## src/hw/rtl/dedup_message_store_table_core_assert.svh

```systemverilog
// Assertion helpers for the message table core.
`ifndef DEDUP_MESSAGE_STORE_TABLE_CORE_ASSERT_SVH
`define DEDUP_MESSAGE_STORE_TABLE_CORE_ASSERT_SVH

// Same-cycle implication, checked out of reset.
`define DMST_IMPLIES(lbl, ante, cons) \
    lbl: assert property (@(posedge i_clk) disable iff (!i_rst_n) (ante) |-> (cons)) \
        else $error("dmst check failed");

// Next-cycle implication, checked out of reset.
`define DMST_NEXT(lbl, ante, cons) \
    lbl: assert property (@(posedge i_clk) disable iff (!i_rst_n) (ante) |=> (cons)) \
        else $error("dmst check failed");

`endif

```

## src/hw/rtl/dmst_pkg.sv

```systemverilog
`timescale 1ns / 1ps

package dmst_pkg;

    localparam int MAX_ENTRIES  = 16;
    localparam int PAYLOAD_BITS = 64;
    localparam int IDX_W = (MAX_ENTRIES > 1) ? $clog2(MAX_ENTRIES) : 1;
    localparam int CNT_W = $clog2(MAX_ENTRIES + 1);

    localparam logic [1:0] MODE_STORE = 2'd0;
    localparam logic [1:0] MODE_MARK  = 2'd1;
    localparam logic [1:0] MODE_PEEK  = 2'd2;

    localparam logic [2:0] ST_STORED    = 3'd0;
    localparam logic [2:0] ST_DUPLICATE = 3'd1;
    localparam logic [2:0] ST_FULL      = 3'd2;
    localparam logic [2:0] ST_MARKED    = 3'd3;
    localparam logic [2:0] ST_NOT_FOUND = 3'd4;
    localparam logic [2:0] ST_PEEK      = 3'd5;

    typedef struct packed {
        logic [1:0]  mode;
        logic [31:0] msg_id;
        logic        msg_delivered;
        logic [63:0] msg_payload;
    } t_in;

    typedef struct packed {
        logic [2:0]  status;
        logic        accepted;
        logic        pending_valid;
        logic [31:0] pending_id;
        logic [63:0] pending_payload;
        logic [4:0]  pending_count;
        logic [4:0]  stored_count;
    } t_out;

    typedef enum logic [1:0] {
        S_IDLE,
        S_READ,
        S_DRAIN,
        S_COMMIT
    } t_state;

    typedef struct packed {
        logic load;
        logic read;
        logic commit;
    } t_cmd;

    typedef struct packed {
        logic fill_zero;
        logic rd_last;
    } t_sts;

endpackage

```

## src/hw/rtl/dedup_message_store_table_core.sv

```systemverilog
`timescale 1ns / 1ps
// channel   | ports                        | direction
// ----------+------------------------------+----------
// command   | start, busy, i_item          | in, busy out
// result    | o_res_vld, o_res             | out
//
// Once a beat is accepted, busy stays high while the controller does one registered
// table read per entry held at its start, then a drain state and a commit state; an
// empty table goes straight to commit. The result strobe follows in the cycle after
// commit, with busy already low.
// Synchronous active-low reset empties the table; entry contents are not cleared.
// The result strobe lasts one cycle and cannot be stalled; busy holds off start.

module dedup_message_store_table_core (
    input  logic           i_clk,
    input  logic           i_rst_n,
    input  logic           start,
    output logic           busy,
    input  dmst_pkg::t_in  i_item,
    output dmst_pkg::t_out o_res,
    output logic           o_res_vld
);
    import dmst_pkg::*;

    t_cmd w_cmd;
    t_sts w_sts;

    dmst_ctrl u_ctrl (
        .i_clk   (i_clk),
        .i_rst_n (i_rst_n),
        .i_start (start),
        .i_sts   (w_sts),
        .o_cmd   (w_cmd),
        .o_busy  (busy)
    );

    dmst_dpath u_dpath (
        .i_clk     (i_clk),
        .i_rst_n   (i_rst_n),
        .i_cmd     (w_cmd),
        .i_item    (i_item),
        .o_sts     (w_sts),
        .o_res     (o_res),
        .o_res_vld (o_res_vld)
    );

`include "dedup_message_store_table_core_assert.svh"

    `DMST_NEXT(a_accept_busy, start && !busy, busy)
    `DMST_IMPLIES(a_res_idle, o_res_vld, !busy)
    `DMST_NEXT(a_res_single, o_res_vld, !o_res_vld)
    `DMST_IMPLIES(a_no_pend_zero, o_res_vld && !o_res.pending_valid,
        (o_res.pending_id == '0) && (o_res.pending_payload == '0))

endmodule

```

## src/hw/rtl/dmst_ctrl.sv

```systemverilog
`timescale 1ns / 1ps

module dmst_ctrl (
    input  logic          i_clk,
    input  logic          i_rst_n,
    input  logic          i_start,
    input  dmst_pkg::t_sts i_sts,
    output dmst_pkg::t_cmd o_cmd,
    output logic          o_busy
);
    import dmst_pkg::*;

    t_state r_state;
    t_state n_state;

    always_ff @(posedge i_clk) begin
        if (!i_rst_n) begin
            r_state <= S_IDLE;
        end else begin
            r_state <= n_state;
        end
    end

    always_comb begin
        n_state = r_state;
        unique case (r_state)
            S_IDLE: begin
                if (i_start) begin
                    n_state = i_sts.fill_zero ? S_COMMIT : S_READ;
                end
            end
            S_READ: begin
                if (i_sts.rd_last) begin
                    n_state = S_DRAIN;
                end
            end
            S_DRAIN: begin
                n_state = S_COMMIT;
            end
            S_COMMIT: begin
                n_state = S_IDLE;
            end
        endcase
    end

    always_comb begin
        o_cmd.load   = (r_state == S_IDLE) && i_start;
        o_cmd.read   = (r_state == S_READ);
        o_cmd.commit = (r_state == S_COMMIT);
        o_busy       = (r_state != S_IDLE);
    end

endmodule

```

## src/hw/rtl/dmst_dpath.sv

```systemverilog
`timescale 1ns / 1ps

module dmst_dpath (
    input  logic           i_clk,
    input  logic           i_rst_n,
    input  dmst_pkg::t_cmd i_cmd,
    input  dmst_pkg::t_in  i_item,
    output dmst_pkg::t_sts o_sts,
    output dmst_pkg::t_out o_res,
    output logic           o_res_vld
);
    import dmst_pkg::*;

    logic [31:0]             mem_id   [MAX_ENTRIES];
    logic [PAYLOAD_BITS-1:0] mem_pay  [MAX_ENTRIES];
    logic                    mem_done [MAX_ENTRIES];

    t_in                     r_in;
    logic [CNT_W-1:0]        r_fill;
    logic [IDX_W-1:0]        r_rd_idx;
    logic [IDX_W-1:0]        r_ev_idx;
    logic                    r_dv;
    logic [31:0]             r_q_id;
    logic [PAYLOAD_BITS-1:0] r_q_pay;
    logic                    r_q_done;

    logic                    r_found;
    logic [IDX_W-1:0]        r_m_idx;
    logic                    r_pv;
    logic [31:0]             r_pid;
    logic [PAYLOAD_BITS-1:0] r_ppay;
    logic [CNT_W-1:0]        r_pend;

    t_out                    r_res;
    logic                    r_res_vld;

    logic                    is_store;
    logic                    is_mark;
    logic                    full;
    logic                    match_now;
    logic                    eff_done;
    logic                    do_append;
    logic                    do_mark;
    logic [IDX_W-1:0]        wr_idx;

    logic                    n_pv;
    logic [31:0]             n_pid;
    logic [PAYLOAD_BITS-1:0] n_ppay;
    logic [CNT_W-1:0]        n_pend;
    logic [CNT_W-1:0]        n_fill;
    logic [2:0]              n_status;
    logic                    n_acc;

    assign is_store  = (r_in.mode == MODE_STORE);
    assign is_mark   = (r_in.mode == MODE_MARK);
    assign full      = (r_fill == CNT_W'(MAX_ENTRIES));
    assign match_now = (r_q_id == r_in.msg_id) && !r_found;
    assign eff_done  = r_q_done || (is_mark && match_now);
    assign do_append = is_store && !full && !r_found;
    assign do_mark   = is_mark && r_found;
    assign wr_idx    = do_append ? r_fill[IDX_W-1:0] : r_m_idx;

    assign o_sts.fill_zero = (r_fill == '0);
    assign o_sts.rd_last   = (CNT_W'(r_rd_idx) == (r_fill - CNT_W'(1)));

    always_ff @(posedge i_clk) begin
        if (i_cmd.read) begin
            r_q_id   <= mem_id[r_rd_idx];
            r_q_pay  <= mem_pay[r_rd_idx];
            r_q_done <= mem_done[r_rd_idx];
        end
        if (i_cmd.commit && (do_append || do_mark)) begin
            mem_done[wr_idx] <= do_append ? r_in.msg_delivered : 1'b1;
        end
        if (i_cmd.commit && do_append) begin
            mem_id[wr_idx]  <= r_in.msg_id;
            mem_pay[wr_idx] <= r_in.msg_payload[PAYLOAD_BITS-1:0];
        end
    end

    always_comb begin
        n_pv     = r_pv;
        n_pid    = r_pid;
        n_ppay   = r_ppay;
        n_pend   = r_pend;
        n_fill   = r_fill;
        n_status = ST_PEEK;
        n_acc    = r_pv;
        if (do_append) begin
            n_fill = r_fill + CNT_W'(1);
            if (!r_in.msg_delivered) begin
                n_pend = r_pend + CNT_W'(1);
                if (!r_pv) begin
                    n_pv   = 1'b1;
                    n_pid  = r_in.msg_id;
                    n_ppay = r_in.msg_payload[PAYLOAD_BITS-1:0];
                end
            end
        end
        if (is_store) begin
            priority if (full) begin
                n_status = ST_FULL;
                n_acc    = 1'b0;
            end else if (r_found) begin
                n_status = ST_DUPLICATE;
                n_acc    = 1'b1;
            end else begin
                n_status = ST_STORED;
                n_acc    = 1'b1;
            end
        end else if (is_mark) begin
            n_status = r_found ? ST_MARKED : ST_NOT_FOUND;
            n_acc    = r_found;
        end else begin
            n_acc    = n_pv;
        end
    end

    always_ff @(posedge i_clk) begin
        if (i_cmd.load) begin
            r_in <= i_item;
        end
        if (i_cmd.read) begin
            r_ev_idx <= r_rd_idx;
        end
        if (i_cmd.commit) begin
            r_res.status          <= n_status;
            r_res.accepted        <= n_acc;
            r_res.pending_valid   <= n_pv;
            r_res.pending_id      <= n_pid;
            r_res.pending_payload <= 64'(n_ppay);
            r_res.pending_count   <= 5'(n_pend);
            r_res.stored_count    <= 5'(n_fill);
        end
    end

    always_ff @(posedge i_clk) begin
        if (!i_rst_n) begin
            r_fill    <= '0;
            r_rd_idx  <= '0;
            r_dv      <= 1'b0;
            r_found   <= 1'b0;
            r_m_idx   <= '0;
            r_pv      <= 1'b0;
            r_pid     <= '0;
            r_ppay    <= '0;
            r_pend    <= '0;
            r_res_vld <= 1'b0;
        end else begin
            r_dv      <= i_cmd.read;
            r_res_vld <= i_cmd.commit;
            if (i_cmd.load) begin
                r_rd_idx <= '0;
                r_found  <= 1'b0;
                r_m_idx  <= '0;
                r_pv     <= 1'b0;
                r_pid    <= '0;
                r_ppay   <= '0;
                r_pend   <= '0;
            end else if (i_cmd.read) begin
                r_rd_idx <= r_rd_idx + IDX_W'(1);
            end
            if (r_dv) begin
                if (match_now) begin
                    r_found <= 1'b1;
                    r_m_idx <= r_ev_idx;
                end
                if (!eff_done) begin
                    r_pend <= r_pend + CNT_W'(1);
                    if (!r_pv) begin
                        r_pv   <= 1'b1;
                        r_pid  <= r_q_id;
                        r_ppay <= r_q_pay;
                    end
                end
            end
            if (i_cmd.commit) begin
                r_fill <= n_fill;
            end
        end
    end

    assign o_res     = r_res;
    assign o_res_vld = r_res_vld;

endmodule

```

## config.mk

```make
export PLATFORM = sky130hd
export DESIGN_NAME = dedup_message_store_table_core
export DESIGN_NICKNAME = d
export VERILOG_FILES = /design/src/hw/rtl/dmst_pkg.sv /design/src/hw/rtl/dedup_message_store_table_core.sv /design/src/hw/rtl/dmst_ctrl.sv /design/src/hw/rtl/dmst_dpath.sv
export VERILOG_INCLUDE_DIRS = /design/src /design/src/hw/rtl
export SDC_FILE = /design/constraint.sdc
export NUM_CORES = 2
export LEC_CHECK = 0
export BUFFER_PORTS_ARGS = -buffer_cell sky130_fd_sc_hd__buf_2
export CORE_MARGIN = 2
export CORE_UTILIZATION = 45
export CTS_CLUSTER_SIZE = 30
export DETAILED_ROUTE_END_ITERATION = 10
export PLACE_DENSITY = 0.68
export RECOVER_POWER = 100
export SYNTH_ARGS = -nofsm -noshare
export SYNTH_HDL_FRONTEND = slang
export SYNTH_SLANG_ARGS = --single-unit
```

## constraint.sdc

```tcl
create_clock -name i_clk -period 20.9 [get_ports i_clk]
set_input_delay 4.18 -clock i_clk [delete_from_list [all_inputs] [get_ports i_clk]]
set_output_delay 4.18 -clock i_clk [all_outputs]
set_load 0.01 [all_outputs]
```

# Word level (Yosys, flattened, before mapping)
# Memory sizes are Yosys's and may differ from the RTL's. A register that Yosys moved wholly into a read port is not among the register bits.
# Index checks and enable logic that the tools add are counted.
# op_classes
n_reduce_logical	18
addsub	4
bitwise	1
n_eq_ne	9
muxes	50
# ops
op	n
$mux W64	7
$mux W32	7
$eq A32 B32 Y1	1
$mux W5	6
$mux W1	18
$mux W4	4
$mux W3	4
$add A5 B1 Y5 const B	2
$logic_and A1 B1 Y1	8
$pmux W2 S4	1
$mux W2	3
$eq A4 B5 Y1	1
$eq A5 B5 Y1 const B	1
$logic_not A5 Y1	1
$sub A5 B1 Y5 const B	1
$add A4 B1 Y4 const B	1
$eq A2 B1 Y1 const B	2
$eq A2 B2 Y1 const B	2
$logic_not A2 Y1	2
$ne A2 B2 Y1 const B	2
$logic_not A1 Y1	2
$logic_or A1 B1 Y1	2
$reduce_and A2 Y1	1
$reduce_bool A2 Y1	1
2 further kinds	2
# totals
elab_cells	108
ramBits	1552
memories	3
reg_bits	334
output_inout_bits	113
# mem_list
name	words	word_bits	rd	rd_ports_with_merged_regs	wr	line_no	rtl
u_dpath.mem_pay	16	64	1	1	1	dmst_dpath.sv:15	logic [PAYLOAD_BITS-1:0] mem_pay [MAX_ENTRIES];
u_dpath.mem_id	16	32	1	1	1	dmst_dpath.sv:14	logic [31:0] mem_id [MAX_ENTRIES];
u_dpath.mem_done	16	1	1	1	1	dmst_dpath.sv:16	logic mem_done [MAX_ENTRIES];

# Logic depth before layout (Yosys ltp)
# depth
ltp_word	8
ltp_mapped	11

# Modules after synthesis
# A second synthesis with hierarchy kept.
# hier_totals
cells_unflattened	3304
area_unflattened_um2	74771.7
# modules_own_cells
mod	seq_area_each_um2	cells_each	n_inst	area_per_inst_um2
dmst_dpath	58305.9	3282	1	74576.5
dmst_ctrl	40.0	22	1	195.2

# Worst setup path before layout
# No wires, ideal clock.
# synth_path
path_type	flip-flop to flip-flop
startpoint	reg u_ctrl.r_state[0]
endpoint	mem u_dpath.mem_id[4][0] (enable)
path_buffers	1
setup_ns	0.668
t_required_ns	20.232
path_slack_ns	10.128
t_arrival_ns	10.105
stages_incl_launch_ff	5
cell_sequence	dfxtp_1 > ha_1 > clkbuf_1 > nand4b_1 > nor3_1
# synth_lines
item	line_no	rtl
from (decl)	dmst_ctrl.sv:13	t_state r_state;
from (signal assigned)	dmst_ctrl.sv:20	r_state <= n_state;
to (decl)	dmst_dpath.sv:14	

# Worst setup path in the final report
# layout_path
startpoint	in i_rst_n
endpoint	reg u_dpath.r_rd_idx[3]
# layout_via
elab_chain_cells	2
# layout_rtl
item	line_no	rtl
from (decl)	dedup_message_store_table_core.sv:16	input logic i_rst_n,
$not A1 Y1 (no line)	--	
$reduce_or A2 Y1 (no line)	--	
to (signal assigned)	dmst_dpath.sv:161	r_rd_idx <= r_rd_idx + IDX_W'(1);
to (decl)	dmst_dpath.sv:20	logic [IDX_W-1:0] r_rd_idx;
# No other way between the ends.
# A chain may end at the register's enable or synchronous reset.

==> results.txt <==
* Status: complete, but fails checks
* Violations in the final reports: capacitance limit, slew limit
- The clock arrives with between 40 and 50 ps of skew.
- Crit path time final: 12790 ps
* DIE AREA: between 0.15 and 0.2 mm2
* # resized after CTS: 0
* Flip-flop cell with the highest count after synthesis: sky130_fd_sc_hd__edfxtp_1
- In this run the tool buffered the top-level ports with 214 buffer cells.
* Unrepaired setup endpoints after global routing: no
* Number of design rule violations left after detail routing: 0
- The first detailed-routing pass took 6 iterations.
- The worst hold path belongs to the class reg -> reg.
- CTS tree: built
* Final Max Tran Viols: 2793
- Die Span X: 410.9 um
- CP endpoint kind: register
- Share of flip-flops with an asynchronous set or reset after synthesis: 0%
* Worst-case hold slack: 469.0 ps
- In the finished design, the share of the clock period the worst path needs comes to just over 60%.
- Yosys reg bits: between 1500 and 2000
* Sink Count: about 2000
- Die Height: 410.9 um
- Data arrival at the endpoint of the critical path: 13520 ps
* Count of final hold-check violations: 0
* Fill cells: 12730
- Once detail routing completed, the nets flagged for antenna violations numbered 0.
* Final count of negative-setup-slack endpoints: 0
- Critical Path RT: 21630 ps
* NumNets Final: 3686
- Longest Clk Path Bufs: 3
- Max-slew headroom at the worst pin: -543.2%
* Htree depth: 4
- Along the worst path, the maximum fanout reaches 120.
- Number of buffers created by CTS: 192
- Remaining global-route overflow: 0
* Count of flip-flops with a built-in enable after synthesis: 1863
* Gp weighted congestion: 0.7220
- Number of standard cells after synthesis: roughly 3300
* Kind of launch point of the worst setup path: input port
- Derived from the worst setup path, the maximum achievable clock frequency is 78.20 MHz.
- Once the floorplan was initialized, standard cells occupied a little under half of the core.
- TNS Setup: 0 ps
- In the global route stage, overall resource usage came out at 20.55%.
* Share of post-route cells with drive strength above 1: 24.63%
* DRT iter0 DRCs: about 4200
* Routed WL per cell: 29.22 um
- Yosys mapped the design onto 46 distinct sky130hd cell types.
- Vias per std cell: about 5.8
- Syn Area/Cell: 22.73 um2
* Warnings from Yosys: 0
- Summed over all layers, the routed wires come to 173300 um.
- Source-to-sink clock delay at the later pin of the worst-skew pair: 820 ps
- Summed over all cells, the static leakage comes to 25.62 nW.
- Clock root buffer: sky130_fd_sc_hd__clkbuf_16
* Cell accounting for the most synthesized area: sky130_fd_sc_hd__edfxtp_1
- Dpl hpwl: 84270 um
* Transition time at the pin with the least slew margin: about 9600 ps
- The number of setup buffers added after CTS is 0.
* Areal power density over the cells: 113.3 mW/mm2
- Number of top-level pins: 215
- Antenna Cells: 0
- Largest cells by area after synthesis: sky130_fd_sc_hd__edfxtp_1, sky130_fd_sc_hd__mux4_2, sky130_fd_sc_hd__dfxtp_1, sky130_fd_sc_hd__mux2i_1, sky130_fd_sc_hd__mux2_2
- Across the run, the number of max-cap violations was 66.
- Share of the synthesized area in the top cell type: about three quarters
- Pin count of the biggest net entering global routing: between 100 and 150
- The first global-routing pass estimated 248400 um of wire.
- Number of global-route vias before repair: about 35000
- Of the synthesized area, sequential elements account for 78.30%.
- Maximum vdd drop: 0.08751 mV
* Synth-to-Final Area Change: 12.91%
* Cell row count: 149
* Initial antenna violation count: 8
* Cell Area, Synth: 0.07452 mm2
- Net count after synthesis: 3389
- Total design power: 9.534 mW
- Clock-pin slew was measured on the worst setup and hold paths at around 60 ps.
* Via count: 34490
- Total core area: approximately 0.16 mm2
- The number of hold buffers added after CTS was 0.
- By startpoint and endpoint, the worst setup path is classified as in -> reg.
[cells in the final DEF (no fill, tap or decap), types with 55 or more instances in the layout]
cell type and count:
sky130_fd_sc_hd__mux2_2 55, sky130_fd_sc_hd__clkbuf_1 244, sky130_fd_sc_hd__clkbuf_16 194, sky130_fd_sc_hd__mux4_2 485
sky130_fd_sc_hd__edfxtp_1 1863, sky130_fd_sc_hd__nand2_1 119, sky130_fd_sc_hd__dfxtp_1 120, sky130_fd_sc_hd__buf_2 59
sky130_fd_sc_hd__nand3_1 106, sky130_fd_sc_hd__mux2i_1 99
[final cells by class]
class                   instances  area, um2  area share (%)
clock buffers                 263       5434           6.459
inverters                      13      50.05         0.05949
repair buffers                277       1180           1.402
clock inverters                99       1026           1.219
multi-input cells            1108      15360           18.26
well taps                    2189       2739           3.255
flip-flops and latches       1983      58350           69.35
[cell families (layout without fill, tap and decap cells)]
| logic type | count (synthesis) | in the layout | share of synthesized area (%) |
|---|---|---|---|
| flops | 1983 | 1983 | 78.30 |
| mux | 681 | 681 | 17.45 |
| simple gates | 327 | 327 | 2.054 |
| buf+inv | 187 | 652 | 1.105 |
| xor+xnor | 52 | 52 | 0.6112 |
| compound gates | 39 | 39 | 0.3241 |
| fa+ha+maj | 9 | 9 | 0.1511 |
[worst paths after layout]
path                                   from                               end  slack, ps  cells past startpoint
max                                 i_rst_n  u_dpath.r_rd_idx[3]$_SDFFE_PP0P_       8110                      4
min            u_dpath.r_pid[13]$_SDFF_PN0_      u_dpath.r_pid[13]$_SDFF_PN0_        470                      2
max reg2reg  u_ctrl.r_state[0]$_SDFFE_PN0P_  u_dpath.mem_pay[5][37]$_DFFE_PP_       8390                      5
min reg2reg    u_dpath.r_pid[13]$_SDFF_PN0_      u_dpath.r_pid[13]$_SDFF_PN0_        470                      2
[cell usage after synthesis (all sizes together) (2+ instances only)]
library cell / n
edfxtp: 1863
mux4: 485
dfxtp: 120
nand2: 119
clkbuf: 108
nand3: 106
mux2i: 99
mux2: 97
buf: 66
nor2: 51
xor2: 42
a21oi: 13
inv: 13
nor4: 11
o21ai: 10
xnor2: 10
ha: 9
nor3: 9
nand2b: 7
nor3b: 7
nand3b: 4
nand4: 4
a31oi: 3
and2: 3
o21a: 3
a311oi: 2
nand4b: 2
[critical path, stage by stage]
cell and delay (ps):
sky130_fd_sc_hd__clkbuf_1 4760, sky130_fd_sc_hd__clkbuf_1 3640, sky130_fd_sc_hd__nand2_1 470, sky130_fd_sc_hd__nor2_1 300
[per-stage QoR]
stage                     util (%)  std cells  setup slack (ps)  instance area [um2]
after floorplan                  -       3278             10130                74520
after global placement       47.56       5570             14000                78290
after detailed placement     47.56       5570             13920                78290
after CTS                    51.48       5932             14710                84750
after global routing         51.11       5932              7420                84130
final                        51.11       5932              8113                84130
[routing by layer]
metal / wire length, um / share of wire, % / vias up / global-route usage [%]
met2: 86170 / 50 / 1422 / 33.60
met1: 70280 / 41 / 18580 / 28.37
met3: 12980 / 7.5 / 225 / 4.064
met4: 3856 / 2.2 / 6 / 5.610
met5: 41 / 0.024 / - / 0
li1: - / - / 14260 / -
[state kept, by name, summed over array words and instances, names as in the netlist, 2 cells and up]
register and flops:
u_dpath.mem_pay 1024, u_dpath.mem_id 512, u_dpath.o_res 111, u_dpath.r_in 99, u_dpath.r_ppay 64, u_dpath.r_q_pay 64, u_dpath.r_pid 32, u_dpath.r_q_id 32
u_dpath.mem_done 16, u_dpath.r_fill 5, u_dpath.r_pend 5, u_dpath.r_ev_idx 4, u_dpath.r_m_idx 4, u_dpath.r_rd_idx 4, u_ctrl.r_state 2
[where the power goes]
| part | internal, mW | total, mW | switching [mW] |
|---|---|---|---|
| clock network | 2.01 | 3.50 | 1.49 |
| logic | 0.529 | 1.10 | 0.569 |
| registers | 4.71 | 4.94 | 0.230 |
| total | 7.25 | 9.53 | 2.29 |
Power figures use the tool's default switching activity.
